**src/hdl/sstf_pkg.sv**
```systemverilog
// Shared constants and control/status types of the SSTF seek-total block.
`default_nettype none

package sstf_pkg;

  localparam int MAX_REQUESTS = 16;
  localparam int IDX_W        = (MAX_REQUESTS > 1) ? $clog2(MAX_REQUESTS) : 1;
  localparam int CNT_W        = $clog2(MAX_REQUESTS + 1);
  localparam int TRACK_W      = 16;
  localparam int SUM_W        = 20;
  localparam int PADDR_W      = 3;
  localparam int PDATA_W      = 32;

  // Register byte addresses (word index taken from paddr[2]).
  localparam logic REG_START_TRACK = 1'b0;

  typedef struct packed {
    logic load;    // store the accepted beat
    logic start;   // last beat accepted: set up the first pass
    logic scan;    // compare one stored entry against the best so far
    logic commit;  // move the head to the best entry
    logic finish;  // publish the result and clear the batch
  } ctl_cmd_t;

  typedef struct packed {
    logic scan_end;  // current entry is the last stored one
    logic pass_end;  // current pass is the last one
    logic out_busy;  // result register still holds an untaken beat
  } dp_stat_t;

endpackage

`default_nettype wire

```
**src/hdl/sstf_disk_seek_total_core.sv**
```systemverilog
// Top level of the SSTF seek-total block: register port, sequencer, datapath.
//
// Input channel (in_valid/in_stall, in_track, in_last): one request track per
// beat; in_last closes the batch. Up to MAX_REQUESTS requests are stored, more
// are dropped and reported through out_overflow.
// Non-last beats are accepted one per cycle while in_stall is low. After the last
// beat the head starts at start_track and n selection passes run over the n
// stored requests, each pass scanning every stored entry and then committing the
// nearest unserved one; in_stall stays high until the result has moved to the
// output register, and that move waits while the register holds an untaken beat.
// Result channel (out_valid/out_stall, out_total_movement, out_overflow): one
// beat per batch, held in an output register; a new batch may load while it
// waits, and a following result waits in the sequencer until it is taken.
// start_track sits at byte address 0 of the APB port; pready is always high.
// Reset (rst_n low, synchronous) empties the batch, clears the result valid
// and sets start_track to zero.
`default_nettype none

module sstf_disk_seek_total_core
  import sstf_pkg::*;
(
  input  wire logic                clk,
  input  wire logic                rst_n,
  input  wire logic                in_valid,
  output logic                     in_stall,
  input  wire logic [TRACK_W-1:0]  in_track,
  input  wire logic                in_last,
  output logic                     out_valid,
  input  wire logic                out_stall,
  output logic [SUM_W-1:0]         out_total_movement,
  output logic                     out_overflow,
  input  wire logic                psel,
  input  wire logic                penable,
  input  wire logic                pwrite,
  input  wire logic [PADDR_W-1:0]  paddr,
  input  wire logic [PDATA_W-1:0]  pwdata,
  output logic [PDATA_W-1:0]       prdata,
  output logic                     pready
);

  logic [TRACK_W-1:0] start_track_r, start_track_nxt;
  logic               reg_hit;
  ctl_cmd_t           cmd;
  dp_stat_t           stat;

  assign pready  = 1'b1;
  assign reg_hit = (paddr[2] == REG_START_TRACK);

  always_comb begin
    start_track_nxt = start_track_r;
    if (psel && penable && pwrite && pready && reg_hit) begin
      start_track_nxt = pwdata[TRACK_W-1:0];
    end
  end

  always_ff @(posedge clk) begin
    if (!rst_n) begin
      start_track_r <= '0;
    end else begin
      start_track_r <= start_track_nxt;
    end
  end

  assign prdata = reg_hit ? PDATA_W'(start_track_r) : '0;

  sstf_ctrl u_ctrl (
    .clk      (clk),
    .rst_n    (rst_n),
    .in_valid (in_valid),
    .in_last  (in_last),
    .in_stall (in_stall),
    .cmd      (cmd),
    .stat     (stat)
  );

  sstf_dp u_dp (
    .clk                (clk),
    .rst_n              (rst_n),
    .cmd                (cmd),
    .stat               (stat),
    .in_track           (in_track),
    .start_track        (start_track_r),
    .out_stall          (out_stall),
    .out_valid          (out_valid),
    .out_total_movement (out_total_movement),
    .out_overflow       (out_overflow)
  );

endmodule

`default_nettype wire

```
**src/hdl/sstf_ctrl.sv**
```systemverilog
// Sequencer for loading, the selection passes and result hand-off.
`default_nettype none

module sstf_ctrl
  import sstf_pkg::*;
(
  input  wire logic     clk,
  input  wire logic     rst_n,
  input  wire logic     in_valid,
  input  wire logic     in_last,
  output logic          in_stall,
  output ctl_cmd_t      cmd,
  input  wire dp_stat_t stat
);

  typedef enum logic [3:0] {
    ST_IDLE   = 4'b0001,
    ST_SCAN   = 4'b0010,
    ST_COMMIT = 4'b0100,
    ST_DONE   = 4'b1000
  } state_t;

  state_t state_r, state_nxt;

  always_ff @(posedge clk) begin
    if (!rst_n) begin
      state_r <= ST_IDLE;
    end else begin
      state_r <= state_nxt;
    end
  end

  always_comb begin
    state_nxt = state_r;
    cmd       = '0;
    in_stall  = 1'b1;
    case (state_r)
      ST_IDLE: begin
        in_stall = 1'b0;
        if (in_valid) begin
          cmd.load = 1'b1;
          if (in_last) begin
            cmd.start = 1'b1;
            state_nxt = ST_SCAN;
          end
        end
      end
      ST_SCAN: begin
        cmd.scan = 1'b1;
        if (stat.scan_end) begin
          state_nxt = ST_COMMIT;
        end
      end
      ST_COMMIT: begin
        cmd.commit = 1'b1;
        state_nxt  = stat.pass_end ? ST_DONE : ST_SCAN;
      end
      ST_DONE: begin
        // hold until the result register is free
        if (!stat.out_busy) begin
          cmd.finish = 1'b1;
          state_nxt  = ST_IDLE;
        end
      end
      default: begin
        state_nxt = ST_IDLE;
      end
    endcase
  end

endmodule

`default_nettype wire

```
**src/hdl/sstf_dp.sv**
```systemverilog
// Request store, served flags, nearest-entry search and movement accumulator.
`default_nettype none

module sstf_dp
  import sstf_pkg::*;
(
  input  wire logic                clk,
  input  wire logic                rst_n,
  input  wire ctl_cmd_t            cmd,
  output dp_stat_t                 stat,
  input  wire logic [TRACK_W-1:0]  in_track,
  input  wire logic [TRACK_W-1:0]  start_track,
  input  wire logic                out_stall,
  output logic                     out_valid,
  output logic [SUM_W-1:0]         out_total_movement,
  output logic                     out_overflow
);

  logic [TRACK_W-1:0]      store_r [MAX_REQUESTS];
  logic [MAX_REQUESTS-1:0] served_r;
  logic [CNT_W-1:0]        count_r;
  logic                    dropped_r;
  logic [TRACK_W-1:0]      head_r;
  logic [SUM_W-1:0]        sum_r;
  logic [IDX_W-1:0]        scan_idx_r;
  logic [IDX_W-1:0]        pass_r;
  logic [IDX_W-1:0]        best_idx_r;
  logic [TRACK_W-1:0]      best_trk_r;
  logic [TRACK_W-1:0]      best_dist_r;
  logic                    found_r;
  logic                    out_valid_r;
  logic [SUM_W-1:0]        out_sum_r;
  logic                    out_ovf_r;

  logic [IDX_W-1:0]   count_m1;
  logic [TRACK_W-1:0] entry;
  logic [TRACK_W-1:0] seek_gap;
  logic               take;
  logic [SUM_W:0]     sum_ext;
  logic [SUM_W-1:0]   sum_sat;
  logic               has_room;

  assign count_m1 = count_r[IDX_W-1:0] - IDX_W'(1);
  assign has_room = (count_r < CNT_W'(MAX_REQUESTS));
  assign entry    = store_r[scan_idx_r];
  assign seek_gap = (head_r >= entry) ? (head_r - entry) : (entry - head_r);
  // strict compare keeps the earliest entry on a tie
  assign take     = !served_r[scan_idx_r] && (!found_r || (seek_gap < best_dist_r));
  assign sum_ext  = {1'b0, sum_r} + (SUM_W + 1)'(best_dist_r);
  assign sum_sat  = sum_ext[SUM_W] ? {SUM_W{1'b1}} : sum_ext[SUM_W-1:0];

  assign stat.scan_end = (scan_idx_r == count_m1);
  assign stat.pass_end = (pass_r == count_m1);
  assign stat.out_busy = out_valid_r && out_stall;

  always_ff @(posedge clk) begin
    if (cmd.load && has_room) begin
      store_r[count_r[IDX_W-1:0]] <= in_track;
    end
    if (cmd.scan && take) begin
      best_idx_r  <= scan_idx_r;
      best_trk_r  <= entry;
      best_dist_r <= seek_gap;
    end
    if (cmd.finish) begin
      out_sum_r <= sum_r;
      out_ovf_r <= dropped_r;
    end
  end

  always_ff @(posedge clk) begin
    if (!rst_n) begin
      served_r    <= '0;
      count_r     <= '0;
      dropped_r   <= 1'b0;
      head_r      <= '0;
      sum_r       <= '0;
      scan_idx_r  <= '0;
      pass_r      <= '0;
      found_r     <= 1'b0;
      out_valid_r <= 1'b0;
    end else begin
      if (cmd.load) begin
        if (has_room) begin
          count_r <= count_r + CNT_W'(1);
        end else begin
          dropped_r <= 1'b1;
        end
      end
      if (cmd.start) begin
        head_r     <= start_track;
        sum_r      <= '0;
        scan_idx_r <= '0;
        pass_r     <= '0;
        found_r    <= 1'b0;
      end
      if (cmd.scan) begin
        if (take) begin
          found_r <= 1'b1;
        end
        if (!stat.scan_end) begin
          scan_idx_r <= scan_idx_r + IDX_W'(1);
        end
      end
      if (cmd.commit) begin
        served_r[best_idx_r] <= 1'b1;
        head_r               <= best_trk_r;
        sum_r                <= sum_sat;
        found_r              <= 1'b0;
        scan_idx_r           <= '0;
        pass_r               <= pass_r + IDX_W'(1);
      end
      if (cmd.finish) begin
        out_valid_r <= 1'b1;
        served_r    <= '0;
        count_r     <= '0;
        dropped_r   <= 1'b0;
        sum_r       <= '0;
      end else if (out_valid_r && !out_stall) begin
        out_valid_r <= 1'b0;
      end
    end
  end

  assign out_valid          = out_valid_r;
  assign out_total_movement = out_sum_r;
  assign out_overflow       = out_ovf_r;

endmodule

`default_nettype wire

```
**config.mk**
```make
export PLATFORM = sky130hd
export DESIGN_NAME = sstf_disk_seek_total_core
export DESIGN_NICKNAME = d
export VERILOG_FILES = /design/src/hdl/sstf_pkg.sv /design/src/hdl/sstf_disk_seek_total_core.sv /design/src/hdl/sstf_ctrl.sv /design/src/hdl/sstf_dp.sv
export SDC_FILE = /design/constraint.sdc
export NUM_CORES = 1
export LEC_CHECK = 0
export ABC_AREA = 1
export BUFFER_PORTS_ARGS = -buffer_cell sky130_fd_sc_hd__buf_2
export CAP_MARGIN = 25
export CORE_MARGIN = 2
export CORE_UTILIZATION = 50
export DETAILED_ROUTE_END_ITERATION = 8
export PLACE_DENSITY = 0.69
export SLEW_MARGIN = 10
export SYNTH_ARGS = -nofsm -noshare
export SYNTH_HDL_FRONTEND = slang
export SYNTH_HIERARCHICAL = 1
export SYNTH_SLANG_ARGS = --single-unit
```
**constraint.sdc**
```tcl
create_clock -name clk -period 5.6 [get_ports clk]
set_clock_uncertainty 0.15 [all_clocks]
set_input_delay 0.28 -clock clk [delete_from_list [all_inputs] [get_ports clk]]
set_output_delay 0.28 -clock clk [all_outputs]
set_load 0.02 [all_outputs]
```
**Word level (Yosys, flattened, before mapping)**

Memory sizes are Yosys's and may differ from the RTL's. A register that Yosys moved wholly into a read port is not among the register bits.
Cells that the tools add are included.

- Logic and storage cells: 102
- Memories kept: 1
- Input port bits: 59
- RAM bits: 256
- Register bits: 145

Memories:

| name | words | bits a word | rd ports | clocked after Yosys merged registers in | write ports | line | source |
|---|---|---|---|---|---|---|---|
| u_dp.store_r | 16 | 16 | 1 | 1 | 1 | sstf_dp.sv:19 | `logic [TRACK_W-1:0] store_r [MAX_REQUESTS];` |

- $add $sub $neg: 7
- Mux-type cells: 38
- Magnitude comparators: 6
- Bitwise logic cells: 4
- Equal/unequal tests: 10
- Reduce and logical (&&, ||, !) cells: 20

Operators by type and width:

| operator | number |
|---|---|
| $mux 16 | 4 |
| $mux 20 | 3 |
| $mux 4 | 11 |
| $sub 16x16->16 | 2 |
| $add 20x16->21 | 1 |
| $ge 16x16->1 | 1 |
| $lt 16x16->1 | 1 |
| $or 16x16->16 | 1 |
| $pmux 4 s4 | 1 |
| $mux 1 | 15 |
| $lt 4x5->1 const B | 2 |
| $logic_and 1x1->1 | 9 |
| $add 4x1->4 const B | 2 |
| $eq 4x4->1 | 2 |
| $ne 2x2->1 const B | 4 |
| $add 5x1->5 const B | 1 |
| $lt 5x5->1 const B | 1 |
| $bmux 1 s4 | 1 |
| $demux 1 s4 | 1 |
| $eq 4x1->1 const B | 1 |
| $eq 4x2->1 const B | 1 |
| $eq 4x3->1 const B | 1 |
| $eq 4x4->1 const B | 1 |
| $ge 4x1->1 const B | 1 |
| 9 further kinds | 17 |

**Longest topological paths before layout**

- Depth in word-level cells: 7
- Depth in mapped cells: 33
- Mapped depth without buffers: 29

**Modules after synthesis**

The synthesis kept the hierarchy.

By module, submodules not included:

| module | sequential area each (um2) | area each (um2) | cells each | times used |
|---|---|---|---|---|
| sstf_dp | 10,760.3 | 18,278.8 | 1,859 | 1 |
| sstf_disk_seek_total_core | 320.3 | 1,068.5 | 161 | 1 |
| sstf_ctrl | 80.1 | 256.5 | 40 | 1 |

**Least setup slack after synthesis**

No wires, ideal clock.

- Path type: reg2reg
- Start point: register u_dp.scan_idx_r[0]
- End point: register u_dp.best_dist_r[0] (enable)
- Library setup time: 0.391 ns
- Arrival time: 4.425 ns
- Slack: 0.634 ns
- Stages on the path, launching flop included: 34
- Period minus slack after synthesis: 4.966 ns
- Path through: dfxtp_1 buf_2 buf_4 buf_4 buf_2 nor2_1 o221ai_1 o211ai_1 nand2_1 ha_1 inv_1 fa_1 nand3_1 nand2_2 nand2_2 nand3_2 o21ai_2 inv_2 nor2_8 inv_4 buf_6 nand2_2 nand2_1 inv_1 ha_1 nand2_1 inv_1 o21ai_0 nand2_1 nor2_1 nand2_1 nand2_1 nand2_1 inv_1

- Word-level cells in the longest chain between the ends: 5

Ends and longest elaborated chain:

| item | line | source |
|---|---|---|
| start, declared | sstf_dp.sv:25 | `logic [IDX_W-1:0] scan_idx_r;` |
| start signal, assigned | sstf_dp.sv:102 | `scan_idx_r <= scan_idx_r + IDX_W'(1);` |
| $bmux 1 s4 | sstf_dp.sv:48 | `assign take = !served_r[scan_idx_r] && (!found_r \|\| (seek_gap < best_dist_r));` |
| $mux 1 (implied by the code) | sstf_dp.sv:48 |  |
| $logic_not 1->1 | sstf_dp.sv:48 |  |
| $logic_and 1x1->1 | sstf_dp.sv:48 |  |
| $logic_and 1x1->1 | sstf_dp.sv:60 | `if (cmd.scan && take) begin` |
| end signal, assigned | sstf_dp.sv:63 | `best_dist_r <= seek_gap;` |
| end, declared | sstf_dp.sv:29 | `logic [TRACK_W-1:0] best_dist_r;` |

No other way between the ends. The select of a mux whose other input is x is not followed.
A chain may end at the register's enable or synchronous reset.

**Worst setup path after layout**

- Start point: register u_dp.scan_idx_r[0]
- End point: register u_dp.best_dist_r[13] (enable)

Same word-level chain as after synthesis.

==> impl_results.html <==
<table>
<tr><th>Metric</th><th>Value</th></tr>
<tr><th colspan="2">Outcome</th></tr>
<tr><td>Result of the run</td><td>completed</td></tr>
<tr><th colspan="2">Drt</th></tr>
<tr><td>First-pass iteration count of the detailed router</td><td>5</td></tr>
<tr><td>Total length of routed wires</td><td>48,560 um</td></tr>
<tr><td>Via count normalized by instance count</td><td>5.382</td></tr>
<tr><td>Remaining antenna violation count</td><td>0</td></tr>
<tr><td>Iter 0 DRT Violations</td><td>1,044</td></tr>
<tr><td>Number of DRC violations after detailed routing</td><td>0</td></tr>
<tr><td>Total via count after detailed routing</td><td>14,730</td></tr>
<tr><td>WL per Instance</td><td>17.74 um</td></tr>
<tr><th colspan="2">Clock tree</th></tr>
<tr><td>Buffer cell driving the clock tree root</td><td>clkbuf_16</td></tr>
<tr><td>H-tree levels</td><td>2</td></tr>
<tr><td>TritonCTS clock tree</td><td>yes</td></tr>
<tr><td>TritonCTS Buffers</td><td>43</td></tr>
<tr><td>Clk sink count</td><td>401</td></tr>
<tr><td>Clk Latency, worst-skew pair</td><td>0.60 ns</td></tr>
<tr><td>CTS max path bufs</td><td>3</td></tr>
<tr><td>CTS clk-pin slew, worst paths</td><td>0.06 ns</td></tr>
<tr><th colspan="2">Timing</th></tr>
<tr><td>Slew margin rel.</td><td>50.83%</td></tr>
<tr><td>Worst Tran Pin Value</td><td>0.7358 ns</td></tr>
<tr><td>Crit path setup slack, layout</td><td>0.4215 ns</td></tr>
<tr><td>Final cycle utilization of the critical path</td><td>92.47%</td></tr>
<tr><td>Setup repair after global routing missed its margin</td><td>no</td></tr>
<tr><td>Worst slack on hold paths</td><td>0.03076 ns</td></tr>
<tr><td>Upper clock frequency limit</td><td>193.1 MHz</td></tr>
<tr><td>Post-route minimum period</td><td>5.178 ns</td></tr>
<tr><td>Final max-slew violation count</td><td>0</td></tr>
<tr><td>Final hold violation count</td><td>0</td></tr>
<tr><td>Post-route setup TNS</td><td>0 ns</td></tr>
<tr><td>Count of endpoints failing setup in the final report</td><td>0</td></tr>
<tr><th colspan="2">Critical path</th></tr>
<tr><td>Critical path's largest stage delay</td><td>0.51 ns</td></tr>
<tr><td>Setup crit end kind</td><td>flop</td></tr>
<tr><td>Critical path required time</td><td>5.71 ns</td></tr>
<tr><td>Buf+Inv Stages, Crit Path</td><td>7</td></tr>
<tr><td>Arrival time of the worst setup path</td><td>5.29 ns</td></tr>
<tr><td>Cell depth of the worst setup path</td><td>29</td></tr>
<tr><td>Crit path max-delay family</td><td>simple AND/OR/NAND/NOR gates</td></tr>
<tr><td>Critical Path Most Common Cell</td><td>nand2_1</td></tr>
<tr><td>Worst setup SP type</td><td>flop</td></tr>
<tr><td>Worst-path fanout max</td><td>64</td></tr>
<tr><td>Worst-path cell with the longest stage delay</td><td>ha_1</td></tr>
<tr><td>Register-to-Register Path Depth</td><td>29</td></tr>
<tr><td>Startpoint-to-endpoint class of the critical path</td><td>reg -&gt; reg</td></tr>
<tr><th colspan="2">Placement</th></tr>
<tr><td>Detailed placement HPWL</td><td>30,460 um</td></tr>
<tr><td>Cell count after placement</td><td>2,608</td></tr>
<tr><td>Placed instance area</td><td>20,550 um^2</td></tr>
<tr><td>Pre-CTS WS</td><td>0.3180 ns</td></tr>
<tr><td>Buffers on Ports</td><td>79</td></tr>
<tr><td>Placer Congestion</td><td>0.8904</td></tr>
<tr><th colspan="2">Worst hold path</th></tr>
<tr><td>Instance count along the most critical hold path</td><td>5</td></tr>
<tr><td>Min-Delay Path Class</td><td>in -&gt; reg</td></tr>
<tr><th colspan="2">Finish</th></tr>
<tr><td>Net total in the final layout</td><td>2,316</td></tr>
<tr><td>Number of cells in the finished layout apart from fillers</td><td>2,737</td></tr>
<tr><td>Fraction of layout cells with a size suffix above 1</td><td>12.17%</td></tr>
<tr><td>Filler cell count in the final layout</td><td>3,297</td></tr>
<tr><td>Post-layout utilization of the core</td><td>58.14%</td></tr>
<tr><td>Area growth, synth to finish</td><td>14.61%</td></tr>
<tr><td>Final Cell Area</td><td>22,470 um^2</td></tr>
<tr><td>Antenna fix cells</td><td>0</td></tr>
<tr><th colspan="2">Logic synthesis</th></tr>
<tr><td>Most instantiated cells after synthesis</td><td>352 x nand2_1, 313 x edfxtp_1, 273 x nor2_1, 236 x inv_1, 174 x o21ai_0</td></tr>
<tr><td>Dominant cells by area after synthesis</td><td>edfxtp_1 48%, dfxtp_1 9.0%, nand2_1 6.7%, nor2_1 5.2%, inv_1 4.5%</td></tr>
<tr><td>Number of synthesized flops with an enable pin</td><td>313</td></tr>
<tr><td>Number of unique standard cell types used by synthesis</td><td>50</td></tr>
<tr><td>Number of warnings issued by yosys</td><td>6</td></tr>
<tr><td>Syn avg cell area</td><td>9.516 um^2</td></tr>
<tr><td>Netlist Area Pre-Place</td><td>19,600 um^2</td></tr>
<tr><td>Area share of the largest cell type after synthesis</td><td>47.94%</td></tr>
<tr><td>Post-synthesis register bit count</td><td>401</td></tr>
<tr><td>Number of cells produced by synthesis</td><td>2,060</td></tr>
<tr><td>Cell accounting for the most synthesized area</td><td>edfxtp_1</td></tr>
<tr><td>Most common cell in the netlist</td><td>nand2_1</td></tr>
<tr><td>Post-synthesis async set-or-reset flop share</td><td>0%</td></tr>
<tr><td>Sequential area share after synthesis</td><td>56.93%</td></tr>
<tr><td>Most frequently used flop master after synthesis</td><td>edfxtp_1</td></tr>
<tr><th colspan="2">Global route</th></tr>
<tr><td>First-pass GRT wire length</td><td>76,090 um</td></tr>
<tr><td>Via count of the first global-routing pass</td><td>14,446</td></tr>
<tr><td>All-layer global routing usage</td><td>23.91%</td></tr>
<tr><td>Number of antenna violations at the first check in global routing</td><td>1</td></tr>
<tr><td>Pin count of the biggest net entering global routing</td><td>72</td></tr>
<tr><td>Total overflow reported by the global router</td><td>0</td></tr>
<tr><th colspan="2">Floorplan</th></tr>
<tr><td>I/O pin total</td><td>115</td></tr>
<tr><td>Die Ht</td><td>202.0 um</td></tr>
<tr><td>Core area</td><td>38,650 um^2</td></tr>
<tr><td>Row cnt</td><td>72</td></tr>
<tr><td>Effective utilization at floorplan</td><td>50.73%</td></tr>
<tr><td>Die X</td><td>202.0 um</td></tr>
<tr><td>Area of the die</td><td>40,810 um^2</td></tr>
<tr><th colspan="2">Power and ir drop</th></tr>
<tr><td>Leakage Power</td><td>9.028 nW</td></tr>
<tr><td>Overall power of the completed layout</td><td>9.468 mW</td></tr>
<tr><td>Maximum vdd ir drop</td><td>0.2895 mV</td></tr>
<tr><td>Power density relative to cell area</td><td>421.4 nW/um^2</td></tr>
<tr><th colspan="2">Job</th></tr>
<tr><td>Number of max-cap violations</td><td>0</td></tr>
</table>
==> sequential cells by signal, indices dropped and copies added (netlist names) <==
signal and count:
u_dp/sum_r 20, start_track_r 16, u_dp/head_r 16, u_dp/scan_idx_r 4, u_dp/out_total_movement 20, u_dp/count_r 5
u_dp/best_trk_r 16, u_dp/pass_r 4, u_dp/best_idx_r 4, u_dp/best_dist_r 16, u_dp/found_r 1, u_ctrl/state_r 4
u_dp/served_r 16, u_dp/dropped_r 1, u_dp/out_overflow 1, u_dp/store_r 256, u_dp/out_valid 1
==> cell type report <==
class                           count  area, um^2  share of cell area (%)
Timing Repair Buffer              170        1274                   5.669
Inverter                          248       935.9                   4.166
Clock inverter                     23       264.0                   1.175
Sequential cell                   401       11170                   49.70
Multi-Input combinational cell   1322        7048                   31.37
Tap cell                          518       648.1                   2.885
Clock buffer                       55        1131                   5.034
==> what timing repair did <==
item                                    in CTS  in global routing
endpoints found under the hold margin      274                  0
buffers inserted                             0                  1
resized for setup                            0                  2
hold buffers                                50                  0
endpoints found under the setup margin       0                 36
==> worst register-to-register path: cells and delay by family, from the launching register on <==
| kind | cells | cell delay (ns) |
|---|---|---|
| buffers and inverters | 7 | 1.02 |
| and+or+nand+nor | 13 | 1.44 |
| AOI/OAI and AO/OA | 7 | 1.01 |
| adders and majority gates | 2 | 0.75 |
| DFF | 1 | 0.50 |
==> per-layer routing <==
layer,global-route usage [%],up-vias,share of wire (%)
met5,0,-,0.023
met4,9.585,2,3.0
met3,4.370,102,6.4
met2,40.93,396,48
met1,30.02,7037,42
li1,-,7193,-
==> layout by cell type (no fill, tap or decap), types with 3 or more instances in the layout <==
cell             n
clkinv_2         9
o21ai_0        174
nor2_2          37
a21oi_1         95
nand4_1          7
o22ai_1         19
inv_2            7
conb_1          17
clkinv_1         8
o221ai_1        45
clkbuf_16       43
clkbuf_1        11
inv_1          236
bufinv_16        3
edfxtp_1       313
nand2_2         17
buf_12           5
o211ai_1        31
a31oi_1          4
buf_2           79
nand3_1        101
nor2_1         260
nand2_1        352
and2_1           3
dfxtp_1         85
o21bai_1         9
o21ai_2          4
fa_1             3
xnor2_1          9
nor3_1          11
xor2_1          26
or2_2            4
nand3_2          4
dlygate4sd3_1   50
buf_4           34
ha_1            67
==> cell families (layout without fill, tap and decap cells) <==
kind of cell               Yosys count  in the layout  synth area share [%]
and+or+nand+nor                    806            806                 17.34
other                                2             17               0.03831
AOI/OAI and AO/OA                  391            391                 11.73
xor gates and xnor gates            37             37                 1.730
adders and majority gates           71             71                 4.646
DFF                                401            401                 56.93
buffers and inverters              352            496                 7.582
==> path summary, 6_finish.rpt <==
path | endpoint | slack [ns] | startpoint
worst max-delay path | u_dp/best_dist_r[13] | 0.42 | u_dp/scan_idx_r[0]
worst min-delay path | u_ctrl/state_r[0] | 0.03 | in_last
worst max register to register | u_dp/best_dist_r[13] | 0.42 | u_dp/scan_idx_r[0]
worst min register to register | u_dp/out_overflow | 0.29 | u_dp/dropped_r
==> where the power goes <==
| group | total [mW] | internal [mW] | switching (mW) |
|---|---|---|---|
| sequential | 3.52 | 3.44 | 0.0747 |
| clock | 2.79 | 1.59 | 1.20 |
| combinational | 3.16 | 1.04 | 2.12 |
(Power assumes the default switching activity.)
